$ cat config.mk
export PLATFORM = sky130hd
export DESIGN_NAME = wav_header_duration_scanner_core
export DESIGN_NICKNAME = d
export VERILOG_FILES = /design/src/rtl/whds_pkg.sv /design/src/rtl/whds_front.sv /design/src/rtl/whds_queue.sv /design/src/rtl/whds_back.sv /design/src/rtl/wav_header_duration_scanner_core.sv
export SDC_FILE = /design/constraint.sdc
export NUM_CORES = 2
export LEC_CHECK = 0
export ABC_AREA = 1
export BUFFER_PORTS_ARGS = -buffer_cell sky130_fd_sc_hd__clkbuf_2
export CAP_MARGIN = 20
export CORE_UTILIZATION = 50
export DETAILED_ROUTE_END_ITERATION = 8
export GPL_TIMING_DRIVEN = 1
export PLACE_DENSITY_LB_ADDON = 0.25
export SLEW_MARGIN = 40
export SYNTH_ARGS = -nofsm -noshare
export SYNTH_HDL_FRONTEND = slang
export SYNTH_SLANG_ARGS = --single-unit
$ cat constraint.sdc
create_clock -name clk -period 22.9 [get_ports clk]
set_input_delay 2.29 -clock clk [delete_from_list [all_inputs] [get_ports clk]]
set_output_delay 2.29 -clock clk [all_outputs]
set_load 0.05 [all_outputs]
$ cat src/rtl/whds_pkg.sv
`timescale 1ns / 1ps
// ----------------------------------------------------------------------------
// whds_pkg
// Shared types and constants of the WAV header duration scanner.
// ----------------------------------------------------------------------------
package whds_pkg;

	// header field offsets (byte position in the file)
	localparam logic [5:0] POS_CHANNELS = 6'd22;
	localparam logic [5:0] POS_RATE     = 6'd24;
	localparam logic [5:0] POS_BITS     = 6'd34;
	localparam logic [5:0] POS_LIMIT    = 6'd36;

	// "dat" in the window, then 'a'
	localparam logic [23:0] TAG_HEAD = 24'h646174;
	localparam logic [7:0]  TAG_LAST = 8'h61;

	localparam logic [9:0] MS_PER_SECOND = 10'd1000;

	localparam int RATE_W = 32;
	localparam int CHAN_W = 16;
	localparam int BITS_W = 16;
	localparam int SIZE_W = 32;
	localparam int BPB_W  = BITS_W - 3;           // bits / 8
	localparam int PROD_W = RATE_W + CHAN_W;      // rate * channels
	localparam int DIV_W  = PROD_W + BPB_W;       // bytes per second
	localparam int NUM_W  = SIZE_W + 10;          // size * 1000
	localparam int DUR_W  = 32;
	localparam int ODATA_W = 40;                  // 35 payload bits, byte padded

	localparam logic [1:0] STATUS_OK      = 2'd0;
	localparam logic [1:0] STATUS_NO_DATA = 2'd1;
	localparam logic [1:0] STATUS_ZERO_BPS = 2'd2;

	localparam int QUEUE_DEPTH = 2;

	typedef struct packed {
		logic [SIZE_W-1:0] size;
		logic [RATE_W-1:0] rate;
		logic [CHAN_W-1:0] chan;
		logic [BITS_W-1:0] bits;
		logic              complete;
	} job_t;

	typedef struct packed {
		logic full;
		logic empty;
	} q_stat_t;

endpackage

$ cat src/rtl/whds_front.sv
`timescale 1ns / 1ps
// ----------------------------------------------------------------------------
// whds_front
// Byte parser: captures header fields by position, finds the "data" tag and
// its size, and pushes one job per file on the final byte.
// ----------------------------------------------------------------------------
module whds_front (
	input  logic                 clk,
	input  logic                 arst_n,
	input  logic                 s_tvalid,
	output logic                 s_tready,
	input  logic [7:0]           s_tdata,   // [7:0] file_byte
	input  logic                 s_tlast,   // final_byte
	input  whds_pkg::q_stat_t    q_stat,
	output logic                 push,
	output whds_pkg::job_t       push_job
);

	logic [5:0]                   pos_q;
	logic [whds_pkg::RATE_W-1:0]  rate_q, rate_n;
	logic [whds_pkg::CHAN_W-1:0]  chan_q, chan_n;
	logic [whds_pkg::BITS_W-1:0]  bits_q, bits_n;
	logic [23:0]                  window_q;
	logic                         tag_q;
	logic [2:0]                   taken_q;
	logic [whds_pkg::SIZE_W-1:0]  size_q, size_n;
	logic                         accept;
	logic [7:0]                   b;

	assign b        = s_tdata;
	assign s_tready = !q_stat.full;
	assign accept   = s_tvalid && s_tready;
	assign push     = accept && s_tlast;

	// header capture, also applied on the final byte
	always_comb begin
		rate_n = rate_q;
		chan_n = chan_q;
		bits_n = bits_q;
		case (pos_q)
			whds_pkg::POS_CHANNELS:        chan_n[7:0]   = b;
			whds_pkg::POS_CHANNELS + 6'd1: chan_n[15:8]  = b;
			whds_pkg::POS_RATE:            rate_n[7:0]   = b;
			whds_pkg::POS_RATE + 6'd1:     rate_n[15:8]  = b;
			whds_pkg::POS_RATE + 6'd2:     rate_n[23:16] = b;
			whds_pkg::POS_RATE + 6'd3:     rate_n[31:24] = b;
			whds_pkg::POS_BITS:            bits_n[7:0]   = b;
			whds_pkg::POS_BITS + 6'd1:     bits_n[15:8]  = b;
			default: ;
		endcase
	end

	always_comb begin
		size_n = size_q;
		case (taken_q[1:0])
			2'd0:    size_n[7:0]   = b;
			2'd1:    size_n[15:8]  = b;
			2'd2:    size_n[23:16] = b;
			default: size_n[31:24] = b;
		endcase
	end

	always_comb begin
		push_job.size     = size_q;
		push_job.rate     = rate_n;
		push_job.chan     = chan_n;
		push_job.bits     = bits_n;
		push_job.complete = tag_q && taken_q[2];
	end

	always_ff @(posedge clk or negedge arst_n) begin
		if (!arst_n) begin
			pos_q    <= '0;
			rate_q   <= '0;
			chan_q   <= '0;
			bits_q   <= '0;
			window_q <= '0;
			tag_q    <= 1'b0;
			taken_q  <= '0;
			size_q   <= '0;
		end else if (accept) begin
			if (s_tlast) begin
				// file done: back to the reset state for the next one
				pos_q    <= '0;
				rate_q   <= '0;
				chan_q   <= '0;
				bits_q   <= '0;
				window_q <= '0;
				tag_q    <= 1'b0;
				taken_q  <= '0;
				size_q   <= '0;
			end else begin
				if (pos_q < whds_pkg::POS_LIMIT) begin
					pos_q <= pos_q + 6'd1;
				end
				rate_q <= rate_n;
				chan_q <= chan_n;
				bits_q <= bits_n;
				if (!tag_q) begin
					if (window_q == whds_pkg::TAG_HEAD && b == whds_pkg::TAG_LAST) begin
						tag_q <= 1'b1;
					end
				end else if (!taken_q[2]) begin
					size_q  <= size_n;
					taken_q <= taken_q + 3'd1;
				end
				window_q <= {window_q[15:0], b};
			end
		end
	end

endmodule

$ cat src/rtl/whds_queue.sv
`timescale 1ns / 1ps
// ----------------------------------------------------------------------------
// whds_queue
// Small job queue between the byte parser and the arithmetic back end.
// ----------------------------------------------------------------------------
module whds_queue #(
	parameter int DEPTH = whds_pkg::QUEUE_DEPTH
) (
	input  logic              clk,
	input  logic              arst_n,
	input  logic              push,
	input  whds_pkg::job_t    push_job,
	input  logic              pop,
	output whds_pkg::job_t    pop_job,
	output whds_pkg::q_stat_t q_stat
);

	localparam int AW = (DEPTH > 1) ? $clog2(DEPTH) : 1;
	localparam int CW = $clog2(DEPTH + 1);

	whds_pkg::job_t mem [DEPTH];
	logic [AW-1:0]  wr_ptr_q, rd_ptr_q;
	logic [CW-1:0]  count_q;
	logic           do_push, do_pop;

	assign q_stat.full  = (count_q == CW'(DEPTH));
	assign q_stat.empty = (count_q == '0);
	assign do_push      = push && !q_stat.full;
	assign do_pop       = pop && !q_stat.empty;
	assign pop_job      = mem[rd_ptr_q];

	always_ff @(posedge clk) begin
		if (do_push) begin
			mem[wr_ptr_q] <= push_job;
		end
	end

	always_ff @(posedge clk or negedge arst_n) begin
		if (!arst_n) begin
			wr_ptr_q <= '0;
			rd_ptr_q <= '0;
			count_q  <= '0;
		end else begin
			if (do_push) begin
				wr_ptr_q <= (wr_ptr_q == AW'(DEPTH - 1)) ? '0 : wr_ptr_q + AW'(1);
			end
			if (do_pop) begin
				rd_ptr_q <= (rd_ptr_q == AW'(DEPTH - 1)) ? '0 : rd_ptr_q + AW'(1);
			end
			if (do_push && !do_pop) begin
				count_q <= count_q + CW'(1);
			end else if (do_pop && !do_push) begin
				count_q <= count_q - CW'(1);
			end
		end
	end

endmodule

$ cat src/rtl/whds_back.sv
`timescale 1ns / 1ps
// ----------------------------------------------------------------------------
// whds_back
// Duration arithmetic: two registered multiplies for the byte rate, one for
// size * 1000, a bit-serial restoring divide, saturation and the output
// register.
// ----------------------------------------------------------------------------
module whds_back (
	input  logic                          clk,
	input  logic                          arst_n,
	input  whds_pkg::q_stat_t             q_stat,
	input  whds_pkg::job_t                pop_job,
	output logic                          pop,
	output logic                          m_tvalid,
	input  logic                          m_tready,
	output logic [whds_pkg::ODATA_W-1:0]  m_tdata
);

	localparam logic [2:0] ST_IDLE = 3'd0;
	localparam logic [2:0] ST_MUL1 = 3'd1;
	localparam logic [2:0] ST_MUL2 = 3'd2;
	localparam logic [2:0] ST_CHK  = 3'd3;
	localparam logic [2:0] ST_DIV  = 3'd4;
	localparam logic [2:0] ST_DONE = 3'd5;

	localparam int DW = whds_pkg::DIV_W;
	localparam int NW = whds_pkg::NUM_W;
	localparam int PW = whds_pkg::PROD_W;

	logic [2:0]                   state_q;
	whds_pkg::job_t               job_q;
	logic [whds_pkg::PROD_W-1:0]  prod_q;
	logic [DW-1:0]                div_q;
	logic [DW-1:0]                rem_q;
	logic [NW-1:0]                quo_q;
	logic [5:0]                   cnt_q;
	logic [1:0]                   status_q;
	logic                         m_tvalid_q;
	logic [whds_pkg::ODATA_W-1:0] m_tdata_q;
	logic [DW:0]                  rem_shift;
	logic [DW:0]                  rem_diff;
	logic                         sub_ok;
	logic                         out_free;
	logic                         clip;
	logic [whds_pkg::DUR_W-1:0]   dur;

	assign m_tvalid = m_tvalid_q;
	assign m_tdata  = m_tdata_q;
	assign out_free = !m_tvalid_q || m_tready;
	assign pop      = (state_q == ST_IDLE) && !q_stat.empty;

	assign rem_shift = {rem_q, quo_q[NW-1]};
	assign rem_diff  = rem_shift - {1'b0, div_q};
	assign sub_ok    = (rem_shift >= {1'b0, div_q});

	assign clip = |quo_q[NW-1:whds_pkg::DUR_W];
	assign dur  = clip ? '1 : quo_q[whds_pkg::DUR_W-1:0];

	always_ff @(posedge clk) begin
		case (state_q)
			ST_IDLE: begin
				job_q <= pop_job;
			end
			ST_MUL1: begin
				prod_q <= PW'(job_q.rate) * PW'(job_q.chan);
			end
			ST_MUL2: begin
				div_q <= DW'(prod_q) * DW'(job_q.bits[whds_pkg::BITS_W-1:3]);
				quo_q <= NW'(job_q.size) * NW'(whds_pkg::MS_PER_SECOND);
				rem_q <= '0;
			end
			ST_DIV: begin
				// one quotient bit per cycle, MSB first
				if (sub_ok) begin
					rem_q <= rem_diff[DW-1:0];
					quo_q <= {quo_q[NW-2:0], 1'b1};
				end else begin
					rem_q <= rem_shift[DW-1:0];
					quo_q <= {quo_q[NW-2:0], 1'b0};
				end
			end
			default: ;
		endcase
	end

	always_ff @(posedge clk or negedge arst_n) begin
		if (!arst_n) begin
			state_q    <= ST_IDLE;
			cnt_q      <= '0;
			status_q   <= whds_pkg::STATUS_OK;
			m_tvalid_q <= 1'b0;
			m_tdata_q  <= '0;
		end else begin
			if (m_tvalid_q && m_tready && state_q != ST_DONE) begin
				m_tvalid_q <= 1'b0;
			end
			case (state_q)
				ST_IDLE: begin
					if (!q_stat.empty) begin
						if (pop_job.complete) begin
							status_q <= whds_pkg::STATUS_OK;
							state_q  <= ST_MUL1;
						end else begin
							status_q <= whds_pkg::STATUS_NO_DATA;
							state_q  <= ST_DONE;
						end
					end
				end
				ST_MUL1: state_q <= ST_MUL2;
				ST_MUL2: state_q <= ST_CHK;
				ST_CHK: begin
					cnt_q <= '0;
					if (div_q == '0) begin
						status_q <= whds_pkg::STATUS_ZERO_BPS;
						state_q  <= ST_DONE;
					end else begin
						state_q <= ST_DIV;
					end
				end
				ST_DIV: begin
					cnt_q <= cnt_q + 6'd1;
					if (cnt_q == 6'(NW - 1)) begin
						state_q <= ST_DONE;
					end
				end
				ST_DONE: begin
					if (out_free) begin
						m_tvalid_q <= 1'b1;
						if (status_q == whds_pkg::STATUS_OK) begin
							m_tdata_q <= whds_pkg::ODATA_W'({clip, status_q, dur});
						end else begin
							m_tdata_q <= whds_pkg::ODATA_W'({1'b0, status_q,
								{whds_pkg::DUR_W{1'b0}}});
						end
						state_q <= ST_IDLE;
					end
				end
				default: state_q <= ST_IDLE;
			endcase
		end
	end

endmodule

$ cat src/rtl/wav_header_duration_scanner_core.sv
`timescale 1ns / 1ps
// ----------------------------------------------------------------------------
// wav_header_duration_scanner_core
// Scans a WAV byte stream and reports its playback duration in ms.
// ----------------------------------------------------------------------------
// Input channel s_*: one file byte per item in s_tdata[7:0], s_tlast marks
// the last byte of a file. Bytes are taken at one per cycle; s_tready drops
// only while the job queue is full.
// Output channel m_*: one result item per file, m_tdata[31:0] duration_ms,
// [33:32] status (ok, no data chunk, zero bytes per second), [34] clipped.
// When the divide runs, a result follows the final byte through pop, the two
// multiply states, the zero check, 42 divide steps and the output load; a
// job without a data chunk skips to the output load, and a zero byte rate
// skips the divide. The divider is bit-serial with 42 steps; one file is
// worked on at a time, while the front keeps parsing the next file and up
// to QUEUE_DEPTH finished headers wait in the queue.
// Reset clears parser state, queue and output register. When the receiver
// stalls, the result holds in the output register, the back end waits in
// its done state, then the queue fills and finally s_tready drops.
// ----------------------------------------------------------------------------
module wav_header_duration_scanner_core #(
	parameter int QUEUE_DEPTH = whds_pkg::QUEUE_DEPTH
) (
	input  logic                          clk,
	input  logic                          arst_n,
	input  logic                          s_tvalid,
	output logic                          s_tready,
	input  logic [7:0]                    s_tdata,   // [7:0] file_byte
	input  logic                          s_tlast,   // final_byte
	output logic                          m_tvalid,
	input  logic                          m_tready,
	// [31:0] duration_ms, [33:32] status, [34] clipped, [39:35] zero
	output logic [whds_pkg::ODATA_W-1:0]  m_tdata
);

	whds_pkg::q_stat_t q_stat;
	whds_pkg::job_t    push_job;
	whds_pkg::job_t    pop_job;
	logic              push;
	logic              pop;

	whds_front u_front (
		.clk      (clk),
		.arst_n   (arst_n),
		.s_tvalid (s_tvalid),
		.s_tready (s_tready),
		.s_tdata  (s_tdata),
		.s_tlast  (s_tlast),
		.q_stat   (q_stat),
		.push     (push),
		.push_job (push_job)
	);

	whds_queue #(
		.DEPTH (QUEUE_DEPTH)
	) u_queue (
		.clk      (clk),
		.arst_n   (arst_n),
		.push     (push),
		.push_job (push_job),
		.pop      (pop),
		.pop_job  (pop_job),
		.q_stat   (q_stat)
	);

	whds_back u_back (
		.clk      (clk),
		.arst_n   (arst_n),
		.q_stat   (q_stat),
		.pop_job  (pop_job),
		.pop      (pop),
		.m_tvalid (m_tvalid),
		.m_tready (m_tready),
		.m_tdata  (m_tdata)
	);

endmodule
==> key figures <==
Floorplanning
  • Core footprint: 147000 µm²
  • Starting Density: 50.3%
  • I/O Pins: between 50 and 60
  • Die Height: 387 µm
  • Die W: 387 µm
  • Row count: 141
  • Die area: 150000 µm²

Timing
  • Clock Skew: 0.0440 ns
  • Slew headroom: between 30% and 40%
  • Final setup viols: 0
  • Aggregate negative setup slack: 0 ns
  • Final Max Tran Viols: 0
  • RSZ-0062 raised after global routing: no
  • Final count of hold timing violations: 0
  • Post-route clock period utilization: between 20 and 30%
  • Tmin final: 6.45 ns
  • Slew @ Worst Pin: 0.962 ns
  • Max Clk Rate: 0.155 GHz

Placed design
  • Detailed placement HPWL: approximately 160000 µm
  • Port buffer count: just under 50
  • RD Place Congestion: 0.970

Flow run
  • MaxCap Viol Count: 0

Clock tree
  • Hold-fix buffers, CTS: 0
  • Resized cells post-CTS: 0
  • Max clock buf depth: 3
  • Setup bufs post-CTS: 0
  • CTS root buf: clkbuf_16
  • H-tree depth: 3
  • CTS tree: built
  • Clk Latency, worst-skew pair: 0.72 ns
  • Cts bufs inserted: 77
  • Clock Pin Slew Worst Setup and Hold Paths: 0.06 ns
  • TritonCTS Sinks: approximately 670

Logic synthesis
  • Syn Area/Cell: a little over 8 µm²
  • Post-Syn Area: about 74000 µm²
  • Cell variety after synth: between 40 and 50
  • #FFs+latches synth: 671
  • Primary FF master, synth: edfxtp_1
  • Ys async rst share: 26.5%
  • Post-synth EDFFs: 493
  • Yosys Warn Count: 0
  • Register area share after synthesis: about a quarter
  • Mapped Cells: 9182

Global routing
  • Largest net degree at the start of global routing: 116
  • All-Layer GR Usage: between 20% and 30%
  • First-pass GRT wire length: 330000 µm
  • Overflow after GRT: 0
  • Vias in the first global route: 59500
  • Initial antenna violation count: 1

Drt
  • Vias per std cell: 5.18
  • Wire per inst: between 15 and 20 µm
  • DRC: 0
  • Number of vias in the routed layout: around 57000
  • DR pass1 iterations: 6
  • DRT iter0 DRCs: 3988
  • Post-DRT Antenna Nets: 0
  • Post-Route WL: ~210000 µm

Setup path
  • CP startpoint kind: flop
  • Critical path cell sequence: buf_4, nand2_1, fa_1, inv_1, fa_1, fa_1, fa_1, fa_1, inv_1, fa_1, inv_1, ha_1, a21oi_1, o21ai_0, a21oi_1, o21ai_0, nand3_1, nand2_1, xor2_1
  • Critical path peak fanout: 17
  • Worst path slowest cell: edfxtp_1
  • Most Frequent Cell on Critical Path: fa_1
  • Critical Path RT: around 23 ns
  • Crit path largest cell delay: 0.75 ns
  • Crit path DAT: 6.91 ns
  • Critical setup path kind: reg2reg
  • Worst Setup End Kind: flop

Cells and area
  • Fin nets: 10500
  • Most frequent cells in the layout: nand2_1, inv_1, fa_1
  • Area grow syn2layout: 6.25%
  • Commonest non-fill, non-tap cell in the layout: nand2_1
  • Ant. Diodes: 0
  • Layout cells sized above 1: 3.35%

Min path
  • Hold crit path type: reg2reg

Status
  • Status: complete, no violations
per-stage QoR:
step	instance area (µm²)	utilization, %	cells	hold slack [ns]	setup slack [ns]
6_report	78900	53.5	11100	0.465	16.45
5_1_grt	78900	53.5	11100	0.483	16.14
2_1_floorplan	74300	-	9186	0.438	15.14
3_5_place_dp	76200	51.7	10900	0.453	16.50
3_3_place_gp	76100	51.6	10900	0.444	16.37
4_1_cts	78900	53.5	11000	0.467	16.46
Yosys cell counts (80+ instances only):
master / number / area, µm²
o21ai_0: 294 / 1470
nand2_1: 2860 / 10700
fa_1: 1043 / 20900
nor2_1: 556 / 2090
clkbuf_1: 272 / 1020
nand3_1: 206 / 1030
edfxtp_1: 493 / 14800
inv_1: 2162 / 8120
xor2_1: 80 / 701
ha_1: 384 / 4800
a21oi_1: 243 / 1220
dfrtp_1: 178 / 4450
cell type report:
type | instances | area [µm²]
Inverter | 2165 | 8130
Sequential cell | 671 | 19300
Fill cell | 13900 | 68600
Timing Repair Buffer | 108 | 762
Clock inverter | 54 | 644
Clock buffer | 89 | 2020
Tap cell | 1930 | 2410
Multi-Input combinational cell | 6034 | 45700
path summary, 6_finish.rpt:
check / from / end / slack [ns] / cells after the start
worst max-delay path: u_back.job_q[25]$_DFFE_PN_ / u_back.prod_q[35]$_DFFE_PP_ / 16.45 / 19
worst min-delay path: u_front.size_q[17]$_DFFE_PN0P_ / u_queue.mem[0][82]$_DFFE_PP_ / 0.47 / 0
worst max register to register: u_back.job_q[25]$_DFFE_PN_ / u_back.prod_q[35]$_DFFE_PP_ / 16.45 / 19
worst min register to register: u_front.size_q[17]$_DFFE_PN0P_ / u_queue.mem[0][82]$_DFFE_PP_ / 0.47 / 0
max in group asynchronous: arst_n / u_back.m_tdata[22]$_DFFE_PN0P_ / 20.20 / 2
min in group asynchronous: arst_n / u_front.rate_q[22]$_DFFE_PN0P_ / 1.56 / 1
worst max-delay path: cells and delay by family (launching register included):
kind	cells	cell delay, ns
adders and majority gates	7	3.37
buffers and inverters	4	0.57
DFF	1	0.75
AOI/OAI and AO/OA	4	1.05
xor gates and xnor gates	1	0.14
and+or+nand+nor	3	0.34
routing by layer:
| layer | global-route usage (%) | up-vias | routed length, µm |
|---|---|---|---|
| li1 | - | 27000 | - |
| met1 | 37.0 | 28000 | 86700 |
| met2 | 47.9 | 1785 | 100000 |
| met3 | 3.56 | 401 | 12300 |
| met4 | 10.2 | 2 | 7640 |
| met5 | 0 | - | 14 |
state kept, by name (all words and copies together) (netlist names), 2 cells and up:
register,flops
u_back.job_q,93
u_back.prod_q,48
u_back.rem_q,61
u_back.status_q,2
u_back.quo_q,42
u_front.rate_q,32
u_front.taken_q,3
u_back.state_q,3
u_back.div_q,61
u_front.chan_q,16
u_front.bits_q,13
u_back.m_tdata,35
u_queue.mem,188
u_front.pos_q,6
u_back.cnt_q,6
u_front.size_q,32
u_front.window_q,24
u_queue.count_q,2
logic make-up (layout without fill, tap and decap cells):
group	Yosys count	after routing	share of synthesized area (%)
adders and majority gates	1427	1427	34.6
buffers and inverters	2481	2416	12.7
and+or+nand+nor	3797	3797	20.1
DFF	671	671	25.9
AOI/OAI and AO/OA	631	631	4.51
other	1	5	0.00505
xor gates and xnor gates	141	141	1.66
muxes	33	33	0.499
Power is left out: the tool's default activity adds up to more than one toggle a clock period on the data nets, which glitch-free logic cannot reach.
